`src/sv/brush_line_stroke_rasterizer_unit_defines.svh`:
```
// assertion helpers shared by the rasterizer rtl
`ifndef BRUSH_LINE_STROKE_RASTERIZER_UNIT_DEFINES_SVH
`define BRUSH_LINE_STROKE_RASTERIZER_UNIT_DEFINES_SVH

// property checked on every clock edge outside reset
`define BLSR_ASSERT(name, prop, msg) \
	name: assert property (@(posedge clk) disable iff (!arst_n) (prop)) else $error(msg);

// condition in one cycle implies a check in the following cycle
`define BLSR_ASSERT_NEXT(name, cond, chk, msg) \
	name: assert property (@(posedge clk) disable iff (!arst_n) (cond) |=> (chk)) else $error(msg);

`endif

```
`src/sv/blsr_pkg.sv`:
```
`timescale 1ns / 1ps

package blsr_pkg;

	localparam int COORD_BITS = 12;
	localparam int DELTA_W    = COORD_BITS + 1;
	localparam int PROD_W     = 2 * DELTA_W;
	localparam int BRUSH_W    = 7;
	localparam int FRAME_W    = 12;
	localparam int CFG_DATA_W = 12;
	localparam int CFG_IDX_W  = 2;
	localparam int CMP_W      = ((COORD_BITS > FRAME_W) ? COORD_BITS : FRAME_W) + 1;
	localparam int CNT_W      = $clog2(COORD_BITS);
	localparam int IN_DATA_W  = ((2 * COORD_BITS + 7) / 8) * 8;
	localparam int OUT_DATA_W = ((4 * COORD_BITS + 7) / 8) * 8;
	localparam int IN_USER_W  = 3;

	localparam logic [FRAME_W-1:0] FRAME_W_RST = FRAME_W'(640);
	localparam logic [FRAME_W-1:0] FRAME_H_RST = FRAME_W'(480);
	localparam logic [BRUSH_W-1:0] BRUSH_RST   = BRUSH_W'(1);

	typedef enum logic [1:0] {
		FN_PRESS   = 2'd0,
		FN_MOTION  = 2'd1,
		FN_RELEASE = 2'd2,
		FN_STEP    = 2'd3
	} func_t;

	typedef enum logic [CFG_IDX_W-1:0] {
		CFG_BRUSH_SIZE   = 2'd0,
		CFG_FRAME_WIDTH  = 2'd1,
		CFG_FRAME_HEIGHT = 2'd2
	} cfg_idx_t;

	typedef enum logic [2:0] {
		ST_IDLE,
		ST_MUL1,
		ST_MUL2,
		ST_ABS,
		ST_DIV,
		ST_EMIT
	} state_t;

endpackage

```
`src/sv/brush_line_stroke_rasterizer_unit.sv`:
```
`timescale 1ns / 1ps
`include "brush_line_stroke_rasterizer_unit_defines.svh"

// Pointer events in, square brush stamps out. The block takes one input transfer at a
// time and holds s_axis_tready low until that item is finished. Motion and release
// items and any item that gives no stamp finish in ST_IDLE. A press that stamps goes
// to ST_EMIT, which loads the output register. A step item goes through ST_MUL1,
// ST_MUL2, ST_ABS, ST_DIV and ST_EMIT: two passes through one shared 13x13 signed
// multiplier build the intercept numerator, ST_ABS takes its magnitude, a restoring
// divider retires one quotient bit per cycle for COORD_BITS (12) bits, and ST_EMIT
// forms the stamp rectangle once the output register is free; s_axis_tready returns in
// the cycle after that. A quotient that falls outside the coordinate range gives an
// invalid stamp. The result waits in an output register, so the next item is taken
// while a stamp is still unclaimed; only a second stamp stalls behind it.
module brush_line_stroke_rasterizer_unit (
	input  logic                             clk,
	input  logic                             arst_n,
	input  logic                             cfg_we,
	input  logic [blsr_pkg::CFG_IDX_W-1:0]   cfg_index,
	input  logic [blsr_pkg::CFG_DATA_W-1:0]  cfg_data,
	input  logic                             s_axis_tvalid,
	output logic                             s_axis_tready,
	// pos_x, pos_y
	input  logic [blsr_pkg::IN_DATA_W-1:0]   s_axis_tdata,
	// func, left_held
	input  logic [blsr_pkg::IN_USER_W-1:0]   s_axis_tuser,
	output logic                             m_axis_tvalid,
	input  logic                             m_axis_tready,
	// x_first, x_last, y_first, y_last
	output logic [blsr_pkg::OUT_DATA_W-1:0]  m_axis_tdata,
	// stamp_valid
	output logic                             m_axis_tuser,
	// segment_done
	output logic                             m_axis_tlast
);
	import blsr_pkg::*;

	localparam int CW = COORD_BITS;

	state_t state_q, state_d;

	logic [BRUSH_W-1:0] brush_q;
	logic [FRAME_W-1:0] frame_w_q;
	logic [FRAME_W-1:0] frame_h_q;

	logic [CW-1:0] last_x_q, last_y_q;
	logic          pen_down_q;
	logic          seg_active_q;
	logic          seg_steep_q;
	logic [CW-1:0] seg_start_x_q, seg_start_y_q;
	logic signed [DELTA_W-1:0] seg_dx_q, seg_dy_q;
	logic [CW-1:0] seg_index_q, seg_end_q;

	logic [CW-1:0] major_q;
	logic          done_q;
	logic          bad_q;
	logic [CW-1:0] cx_q, cy_q;
	logic signed [PROD_W-1:0] acc_q;
	logic [CW-1:0] rem_q, lo_q, div_q;
	logic [CNT_W-1:0] cnt_q;

	logic [CW-1:0] x_first_q, x_last_q, y_first_q, y_last_q;

	func_t   in_func;
	logic    in_held;
	logic [CW-1:0] in_x, in_y;
	logic    in_xfer;
	logic    emit_go;
	logic    press_in_frame;

	assign in_func = func_t'(s_axis_tuser[1:0]);
	assign in_held = s_axis_tuser[2];
	assign in_x    = s_axis_tdata[CW-1:0];
	assign in_y    = s_axis_tdata[2*CW-1:CW];
	assign in_xfer = s_axis_tvalid && s_axis_tready;

	assign press_in_frame = (CMP_W'(in_x) < CMP_W'(frame_w_q))
		&& (CMP_W'(in_y) < CMP_W'(frame_h_q));

	// motion geometry
	logic signed [DELTA_W-1:0] mv_dx, mv_dy, mv_adx, mv_ady;
	logic          mv_steep;
	logic [CW-1:0] mv_lo, mv_hi;

	always_comb begin
		mv_dx = $signed({1'b0, in_x}) - $signed({1'b0, last_x_q});
		mv_dy = $signed({1'b0, in_y}) - $signed({1'b0, last_y_q});
		mv_adx = mv_dx[DELTA_W-1] ? -mv_dx : mv_dx;
		mv_ady = mv_dy[DELTA_W-1] ? -mv_dy : mv_dy;
		mv_steep = !(mv_adx > mv_ady);
		if (!mv_steep) begin
			mv_lo = (in_x < last_x_q) ? in_x : last_x_q;
			mv_hi = (in_x < last_x_q) ? last_x_q : in_x;
		end else begin
			mv_lo = (in_y < last_y_q) ? in_y : last_y_q;
			mv_hi = (in_y < last_y_q) ? last_y_q : in_y;
		end
	end

	// shared multiplier operands: minor_start*d_major, then d_minor*(i - major_start)
	logic [CW-1:0] min_start, maj_start;
	logic signed [DELTA_W-1:0] d_maj, d_min, mul_a, mul_b;
	logic signed [PROD_W-1:0] prod;
	logic [CW-1:0] seg_next;

	always_comb begin
		min_start = seg_steep_q ? seg_start_x_q : seg_start_y_q;
		maj_start = seg_steep_q ? seg_start_y_q : seg_start_x_q;
		d_maj     = seg_steep_q ? seg_dy_q : seg_dx_q;
		d_min     = seg_steep_q ? seg_dx_q : seg_dy_q;
		if (state_q == ST_MUL1) begin
			mul_a = $signed({1'b0, min_start});
			mul_b = d_maj;
		end else begin
			mul_a = d_min;
			mul_b = $signed({1'b0, major_q}) - $signed({1'b0, maj_start});
		end
		prod = mul_a * mul_b;
	end

	assign seg_next = seg_index_q + CW'(1);

	// numerator magnitude and divisor magnitude
	logic signed [PROD_W-1:0] acc_mag;
	logic signed [DELTA_W-1:0] d_maj_mag;
	logic          div_zero, div_ovf, quo_neg;

	assign acc_mag   = acc_q[PROD_W-1] ? -acc_q : acc_q;
	assign d_maj_mag = d_maj[DELTA_W-1] ? -d_maj : d_maj;
	// a steep flag written by a later motion that starts no segment can give a zero divisor or a
	// quotient outside the coordinate range
	assign div_zero  = (d_maj == '0);
	assign div_ovf   = acc_mag[PROD_W-1:CW] >= (PROD_W - CW)'(d_maj_mag[CW-1:0]);
	assign quo_neg   = acc_q[PROD_W-1] ^ d_maj[DELTA_W-1];

	// one restoring division step
	logic [CW:0]   div_trial;
	logic          div_bit;
	logic [CW-1:0] rem_next, lo_next;

	always_comb begin
		div_trial = {rem_q, lo_q[CW-1]};
		div_bit   = div_trial >= {1'b0, div_q};
		rem_next  = div_bit ? CW'(div_trial - {1'b0, div_q}) : div_trial[CW-1:0];
		lo_next   = {lo_q[CW-2:0], div_bit};
	end

	// stamp rectangle from the center
	logic [CW-1:0]    brush_c;
	logic [CMP_W-1:0] x_end, y_end;
	logic             stamp_ok;

	always_comb begin
		brush_c = CW'(brush_q);
		x_end = CMP_W'(cx_q) + CMP_W'(brush_q) - CMP_W'(1);
		y_end = CMP_W'(cy_q) + CMP_W'(brush_q) - CMP_W'(1);
		stamp_ok = (brush_q != '0) && !bad_q
			&& (CMP_W'(cx_q) >= CMP_W'(brush_q))
			&& (CMP_W'(cy_q) >= CMP_W'(brush_q))
			&& (x_end < CMP_W'(frame_w_q))
			&& (y_end < CMP_W'(frame_h_q));
	end

	always_ff @(posedge clk or negedge arst_n) begin
		if (!arst_n) begin
			state_q <= ST_IDLE;
		end else begin
			state_q <= state_d;
		end
	end

	always_comb begin
		state_d       = state_q;
		s_axis_tready = 1'b0;
		emit_go       = 1'b0;
		case (state_q)
			ST_IDLE: begin
				s_axis_tready = 1'b1;
				if (s_axis_tvalid) begin
					case (in_func)
						FN_PRESS: begin
							if (in_held && press_in_frame) begin
								state_d = ST_EMIT;
							end
						end
						FN_STEP: begin
							if (seg_active_q) begin
								state_d = ST_MUL1;
							end
						end
						default: ;
					endcase
				end
			end
			ST_MUL1: state_d = ST_MUL2;
			ST_MUL2: state_d = ST_ABS;
			ST_ABS:  state_d = ST_DIV;
			ST_DIV: begin
				if (cnt_q == CNT_W'(CW - 1)) begin
					state_d = ST_EMIT;
				end
			end
			ST_EMIT: begin
				if (!m_axis_tvalid || m_axis_tready) begin
					emit_go = 1'b1;
					state_d = ST_IDLE;
				end
			end
			default: state_d = ST_IDLE;
		endcase
	end

	// configuration and pen / segment state
	always_ff @(posedge clk or negedge arst_n) begin
		if (!arst_n) begin
			brush_q       <= BRUSH_RST;
			frame_w_q     <= FRAME_W_RST;
			frame_h_q     <= FRAME_H_RST;
			last_x_q      <= '0;
			last_y_q      <= '0;
			pen_down_q    <= 1'b0;
			seg_active_q  <= 1'b0;
			seg_steep_q   <= 1'b0;
			seg_start_x_q <= '0;
			seg_start_y_q <= '0;
			seg_dx_q      <= '0;
			seg_dy_q      <= '0;
			seg_index_q   <= '0;
			seg_end_q     <= '0;
		end else begin
			if (cfg_we) begin
				case (cfg_index)
					CFG_BRUSH_SIZE:   brush_q   <= cfg_data[BRUSH_W-1:0];
					CFG_FRAME_WIDTH:  frame_w_q <= cfg_data[FRAME_W-1:0];
					CFG_FRAME_HEIGHT: frame_h_q <= cfg_data[FRAME_W-1:0];
					default: ;
				endcase
			end
			if (in_xfer) begin
				case (in_func)
					FN_PRESS: begin
						if (in_held) begin
							pen_down_q   <= 1'b1;
							seg_active_q <= 1'b0;
							last_x_q     <= in_x;
							last_y_q     <= in_y;
						end
					end
					FN_MOTION: begin
						if (pen_down_q) begin
							seg_steep_q <= mv_steep;
							if (mv_lo < mv_hi) begin
								seg_active_q  <= 1'b1;
								seg_start_x_q <= last_x_q;
								seg_start_y_q <= last_y_q;
								seg_dx_q      <= mv_dx;
								seg_dy_q      <= mv_dy;
								seg_index_q   <= mv_lo;
								seg_end_q     <= mv_hi;
							end
							last_x_q <= in_x;
							last_y_q <= in_y;
						end
					end
					FN_RELEASE: pen_down_q <= 1'b0;
					FN_STEP: begin
						if (seg_active_q) begin
							seg_index_q <= seg_next;
							if (seg_next >= seg_end_q) begin
								seg_active_q <= 1'b0;
							end
						end
					end
					default: ;
				endcase
			end
		end
	end

	// working registers of the step sequence
	always_ff @(posedge clk) begin
		if (in_xfer) begin
			if (in_func == FN_PRESS) begin
				cx_q   <= in_x;
				cy_q   <= in_y;
				done_q <= 1'b1;
				bad_q  <= 1'b0;
			end else begin
				major_q <= seg_index_q;
				done_q  <= seg_next >= seg_end_q;
			end
		end
		case (state_q)
			ST_MUL1: acc_q <= prod;
			ST_MUL2: acc_q <= acc_q + prod;
			ST_ABS: begin
				// a zero divisor keeps the minor start: divide it by one
				rem_q <= (div_zero || div_ovf) ? '0 : acc_mag[2*CW-1:CW];
				lo_q  <= div_zero ? min_start : acc_mag[CW-1:0];
				div_q <= div_zero ? CW'(1) : d_maj_mag[CW-1:0];
				bad_q <= !div_zero && (div_ovf || quo_neg);
				cnt_q <= '0;
			end
			ST_DIV: begin
				rem_q <= rem_next;
				lo_q  <= lo_next;
				cnt_q <= cnt_q + CNT_W'(1);
				if (cnt_q == CNT_W'(CW - 1)) begin
					cx_q <= seg_steep_q ? lo_next : major_q;
					cy_q <= seg_steep_q ? major_q : lo_next;
				end
			end
			default: ;
		endcase
	end

	// output register
	always_ff @(posedge clk or negedge arst_n) begin
		if (!arst_n) begin
			m_axis_tvalid <= 1'b0;
		end else if (emit_go) begin
			m_axis_tvalid <= 1'b1;
		end else if (m_axis_tready) begin
			m_axis_tvalid <= 1'b0;
		end
	end

	always_ff @(posedge clk) begin
		if (emit_go) begin
			m_axis_tuser <= stamp_ok;
			m_axis_tlast <= done_q;
			x_first_q    <= stamp_ok ? cx_q - brush_c : '0;
			x_last_q     <= stamp_ok ? cx_q + brush_c - CW'(2) : '0;
			y_first_q    <= stamp_ok ? cy_q - brush_c : '0;
			y_last_q     <= stamp_ok ? cy_q + brush_c - CW'(2) : '0;
		end
	end

	assign m_axis_tdata = OUT_DATA_W'({y_last_q, y_first_q, x_last_q, x_first_q});

	`BLSR_ASSERT(a_rem_below_div, (state_q == ST_DIV) |-> (rem_q < div_q), "division remainder not below divisor")
	`BLSR_ASSERT_NEXT(a_div_nonzero, (state_q == ST_ABS), (div_q != '0), "segment divisor is zero")
	`BLSR_ASSERT(a_stamp_order, (m_axis_tvalid && m_axis_tuser) |-> ((x_first_q <= x_last_q) && (y_first_q <= y_last_q)), "stamp rectangle inverted")
	`BLSR_ASSERT(a_seg_range, (seg_active_q && (state_q == ST_IDLE)) |-> (seg_index_q < seg_end_q), "pending segment has no stamps left")

endmodule
```
`config.mk`:
```
export PLATFORM = sky130hd
export DESIGN_NAME = brush_line_stroke_rasterizer_unit
export DESIGN_NICKNAME = d
export VERILOG_FILES = /design/src/sv/blsr_pkg.sv /design/src/sv/brush_line_stroke_rasterizer_unit.sv
export VERILOG_INCLUDE_DIRS = /design/src /design/src/sv
export SDC_FILE = /design/constraint.sdc
export NUM_CORES = 1
export LEC_CHECK = 0
export BUFFER_PORTS_ARGS = -buffer_cell sky130_fd_sc_hd__buf_2
export CAP_MARGIN = 20
export CORE_MARGIN = 5
export CORE_UTILIZATION = 45
export DETAILED_ROUTE_END_ITERATION = 12
export PLACE_DENSITY = 0.71
export SLEW_MARGIN = 20
export SYNTH_ARGS = -nofsm -noshare
export SYNTH_HDL_FRONTEND = slang
export SYNTH_SLANG_ARGS = --single-unit
```
`constraint.sdc`:
```
create_clock -name clk -period 19.3 [get_ports clk]
set_input_delay 2.895 -clock clk [delete_from_list [all_inputs] [get_ports clk]]
set_output_delay 2.895 -clock clk [all_outputs]
set_load 0.03 [all_outputs]
```
==> results of run 1 <==
## placed cells by master, fill, tap and decap left out, drive strengths merged, types with 53 or more instances in the layout
cell    Yosys  layout
a21oi     166     166
ha        306     306
xnor2     159     159
edfxtp    128     128
nand2     425     425
dfrtp     129     129
nor2      252     252
inv       363     367
nor2b      67      67
o21ai     240     240
mux2       53      53
mux2i      76      76
fa        174     174
buf        29     130
## path summary, 6_finish.rpt
| kind | start | cells past startpoint | slack, ps | endpoint |
|---|---|---|---|---|
| min | done_q | 0 | 430 | m_axis_tlast |
| max reg2reg | seg_steep_q | 36 | 8370 | acc_q[25] |
| min in group asynchronous | arst_n | 1 | 2330 | frame_w_q[8] |
| max in group asynchronous | arst_n | 2 | 15420 | seg_steep_q |
| min reg2reg | done_q | 0 | 430 | m_axis_tlast |
| max | seg_steep_q | 36 | 8370 | acc_q[25] |
## final cells by class
type / count / area [um2]
inverter: 363 / 1360
multi-input combinational: 2477 / 19100
timing repair buffer: 130 / 739
clock inverter: 17 / 141
clock buffer: 47 / 1050
fill: 5961 / 31900
sequential: 288 / 7740
tap: 846 / 1060
## sequential cells by signal, indices dropped and copies added (netlist names), 12 cells and up
signal and flops:
acc_q 26, seg_dx_q 13, seg_dy_q 13, cx_q 12, cy_q 12, div_q 12
frame_h_q 12, frame_w_q 12, last_x_q 12, last_y_q 12, lo_q 12, major_q 12
rem_q 12, seg_end_q 12, seg_index_q 12, seg_start_x_q 12, seg_start_y_q 12, x_first_q 12
y_first_q 12
## worst max-delay path: cells and delay by family (launching register included)
family                   cells  cell delay, ps
AO/OA/AOI/OAI               13            2780
XOR/XNOR                     4             660
flip-flops                   1             650
adder cells (fa/ha/maj)      9            4040
multiplexers                 2             860
AND/OR/NAND/NOR              4             710
buffers and inverters        4             960
## per-stage QoR
step                      worst slack, ps  utilization  area [um2]  hold WS (ps)
final                                8370        0.495       31200           430
after global routing                 7650        0.495       31200           455
after global placement               8540        0.475       30000           416
after floorplan                      8510            -       28600           400
after CTS                            8380        0.494       31200           433
after detailed placement             8420        0.475       30000           417
## logic make-up after synthesis
group,after synthesis
adders and majority gates,480
DFF,288
xor gates and xnor gates,199
muxes,129
AOI/OAI and AO/OA,679
and+or+nand+nor,990
buffers and inverters,482
## metal layers
| layer | wire length, um | vias to the layer above |
|---|---|---|
| met5 | 0 | - |
| met4 | 2760 | 0 |
| met3 | 5420 | 166 |
| met2 | 36900 | 728 |
| met1 | 33000 | 11293 |
| li1 | - | 11136 |
==> impl_metrics.yaml, run 1 <==
run_status:
  status: "complete, no violations"
global_routing:
  grt_pass1_wl_mm: 123
  grt_use_met3: 0.0405
  grt_max_degree: 110
  antenna_found_initial: 0
  gr-usage-met2: 0.371
  grt.busiest_layer: "met2"
  grt_pass1_vias: 22574
  overflow: 0
  track_usage: 0.224
  grtUsageMet1: 0.297
synthesis:
  synth_xor_area_frac: 0.0609
  syn_nets: 3773
  synth_top_family_by_area: "adder cells"
  synth-simple-area-share: 0.155
  synthMuxAreaShare: 0.0474
  yosysSeqAreaShare: 0.270
  synth_edf_count: 128
  synthArstFlopShare: 0.472
  synthCells: 3247
  synth_top_area_frac: 0.134
  synth-adder-area-share: 0.255
  ys_seq_elements: 288
  syn_area_per_cell_um2: 8.81
  synth_compound_area_frac: 0.146
  synth_ff_type: "dfrtp_1"
  synth_most_common_cell: "nand2_1"
  synth_area_leaders: "edfxtp_1 (13%), ha_1 (13%), fa_1 (12%)"
  syn_area_um2: 28600
  ys_top_cells_by_count: "nand2_1 (424), inv_1 (363), ha_1 (306), nor2_1 (252), o21ai_0 (231)"
  ys_types: 74
  yosys_warnings: 0
  yosysTopAreaCell: "edfxtp_1"
timing:
  rsz0062_at_grt: "false"
  min_period_ps: 10930
  setup_viol: 0
  fmax_ghz: 0.0915
  finalHoldViolCount: 0
  worstMarginPinSlew_ps: 1110
  skew_ps: 29.0
  final_max_slew_viol_count: 0
  relSlewSlack: 0.260
  finalSetupTns_ps: 0
  period_share: 0.566
critical_path:
  cp_slowest_cell: "buf_4"
  end_kind: "flop"
  path_max_fanout: 86
  cp_common_cell: "fa_1"
  crit_arrival_ps: 11260
  worstPathRequired_ps: 19640
  critical_path_class: "flop to flop"
  crit_path_start_kind: "flop"
  crit_path_max_incr_delay_ps: 810
clocking:
  cts_buffers: 35
  cts.path.max_buffers: 3
  cts.clk_slew.worst_paths_ps: 80
  cts_max_level: 2
  clkLatencyLatePin_ps: 570
  cts_tree: "done"
  post_cts_buffers: 0
  cts_hold_buf: 0
  cts.repair.resized: 0
  clock_sinks: 288
  cts_root_buf: "clkbuf_16"
run:
  maxCapViolations: 0
layout:
  drive_above_1_share: 0.0840
  nets: 3821
  syn_to_final_growth_pct: 8.99
  finalNonFillerCells: 4168
  num_antenna_cells: 0
die:
  rows: 92
  die_y_um: 262
  ios: 98
  start_util: 0.454
  core_area_um2: 63100
  die-area_um2: 68700
  fp.dieW_um: 262
placed_design:
  place_inst: 4104
  gp_congestion: 0.950
  dp_hpwl_mm: 61.4
  port_buffers: 97
detailed_routing:
  drt_wl_total_mm: 78.1
  wl_per_cell_um: 18.7
  drtIter0Drc: 1839
  ant_nets: 0
  avgViaCountPerCell: 5.60
  drc: 0
  drtPass1Iterations: 6
  vias: 23323
min_path:
  hold_class: "flop to flop"
Power of run 1 is not shown: default switching activity piles up to over one toggle a cycle in this logic, so the estimate is an artifact.
==> run 2, diff against run 1 <==
- ABC_AREA: not set -> 1
- clock period: 19.3 -> 10.85 ns (I/O delays scaled with it)
==> impl_metrics.yaml, run 2 <==
die:
  ios: 98
  core_area_um2: 64100
  start_util: 0.452
  die_y_um: 264
  rows: 93
  fp.dieW_um: 264
  die-area_um2: 69500
critical_path:
  critical_path_class: "flop to flop"
  end_kind: "flop"
  crit_arrival_ps: 10220
  worstPathRequired_ps: 11150
  cp_slowest_cell: "dfrtp_4"
  crit_path_start_kind: "flop"
  crit_path_max_incr_delay_ps: 590
  path_max_fanout: 27
synthesis:
  syn_area_um2: 29000
  yosysSeqAreaShare: 0.267
  synth_ff_type: "dfrtp_1"
  syn_nets: 4277
  ys_seq_elements: 288
  synth_compound_area_frac: 0.142
  yosys_warnings: 0
  ys_top_cells_by_count: "nand2_1 (751), inv_1 (660), o21ai_0 (387), ha_1 (306), nor2_1 (298)"
  ys_types: 69
  synth-adder-area-share: 0.253
  synth-simple-area-share: 0.178
  synth_top_family_by_area: "adder cells"
  synth_most_common_cell: "nand2_1"
  synthArstFlopShare: 0.472
  yosysTopAreaCell: "edfxtp_1"
  synth_edf_count: 128
  synth_top_area_frac: 0.133
  synthMuxAreaShare: 0.00104
  synth_area_leaders: "edfxtp_1 (13%), ha_1 (13%), fa_1 (12%)"
  synthCells: 3751
  syn_area_per_cell_um2: 7.72
  synth_xor_area_frac: 0.0563
global_routing:
  gr-usage-met2: 0.371
  overflow: 0
  antenna_found_initial: 3
  grt_pass1_vias: 24139
  grt_pass1_wl_mm: 130
  grt_use_met3: 0.0332
  track_usage: 0.230
  grt.busiest_layer: "met2"
  grtUsageMet1: 0.323
  grt_max_degree: 76
clocking:
  cts_buffers: 36
  clock_sinks: 288
  cts.path.max_buffers: 3
  cts_tree: "done"
  cts.clk_slew.worst_paths_ps: 60
  cts_hold_buf: 0
  cts_max_level: 2
  clkLatencyLatePin_ps: 560
  cts_root_buf: "clkbuf_16"
timing:
  final_max_slew_viol_count: 0
  fmax_ghz: 0.101
  skew_ps: 27.7
  finalSetupTns_ps: 0
  period_share: 0.914
  whs_ps: 424
  rsz0062_at_grt: "false"
  worstMarginPinSlew_ps: 1050
  relSlewSlack: 0.290
  setup_viol: 0
  finalHoldViolCount: 0
  min_period_ps: 9920
detailed_routing:
  drt_wl_total_mm: 81.3
  drtIter0Drc: 2474
  drtPass1Iterations: 6
  wl_per_cell_um: 17.3
  drc: 0
  avgViaCountPerCell: 5.33
  ant_nets: 0
  vias: 25033
min_path:
  hold_class: "flop to flop"
layout:
  nets: 4335
  final_cell_mix: "nand2_1 (751), inv_1 (659), o21ai_0 (385)"
  drive_above_1_share: 0.0636
  top_register: "acc_q"
  largest_reg_flops: 26
  syn_to_final_growth_pct: 9.20
  reg_top3: "acc_q: 26 flops, seg_dx_q: 13 flops, seg_dy_q: 13 flops"
  finalNonFillerCells: 4693
  final_common_cell: "nand2_1"
  final.fill_count: 6212
placed_design:
  place_inst: 4625
  port_buffers: 97
  dp_hpwl_mm: 65.3
  gp_congestion: 0.970
run:
  maxCapViolations: 0
run_status:
  status: "complete, no violations"
-- run 2: worst paths after layout --
kind / slack, ps / startpoint / endpoint / cells after the start
max reg2reg: 930 / seg_steep_q / acc_q[22] / 41
max: 930 / seg_steep_q / acc_q[22] / 41
max in group asynchronous: 8390 / arst_n / seg_steep_q / 2
min reg2reg: 420 / done_q / m_axis_tlast / 0
min: 420 / done_q / m_axis_tlast / 0
min in group asynchronous: 1060 / arst_n / last_y_q[5] / 1
-- run 2: area by class of cell --
class                           instances  area (um2)  area share
Inverter                              670        2520      0.0796
Clock inverter                         27         294     0.00930
Multi-Input combinational cell       2682       18300       0.579
Clock buffer                           39         933      0.0295
Antenna cell                            1        2.50   0.0000791
Timing Repair Buffer                  131         764      0.0242
Tap cell                              855        1070      0.0338
Sequential cell                       288        7740       0.245
-- run 2: routing by layer --
| layer | routed length, um | share of wire | vias to the layer above |
|---|---|---|---|
| li1 | - | - | 12240 |
| met1 | 35800 | 0.44 | 11764 |
| met2 | 36800 | 0.45 | 864 |
| met3 | 5900 | 0.073 | 163 |
| met4 | 2690 | 0.033 | 2 |
| met5 | 13 | 0.00016 | - |
-- run 2: kinds of logic after synthesis --
family          count (synthesis)
flops                         288
buf+inv                       781
compound gates                751
simple gates                 1262
fa+ha+maj                     480
mux                             3
xor+xnor                      186
-- run 2: repair_timing --
action,in CTS,in global routing
setup endpoints to repair,0,2
buffers inserted,0,1
gates resized for setup,0,0
-- run 2: worst max-delay path: cells and delay by family, from the launching register on --
kind	cells	cell delay, ps
adder cells (fa/ha/maj)	10	4340
AO/OA/AOI/OAI	12	2650
AND/OR/NAND/NOR	12	1310
flip-flops	1	590
buffers and inverters	6	530
XOR/XNOR	1	210
-- run 2: stage by stage --
step | cell area [um2] | setup WS (ps) | utilization
global placement | 30300 | 1050 | 0.473
finish | 31600 | 931 | 0.493
global route | 31600 | 91.8 | 0.493
detailed placement | 30400 | 870 | 0.473
floorplan | 29000 | 745 | -
CTS | 31600 | 868 | 0.493
Power of run 2 is left out for the same reason.
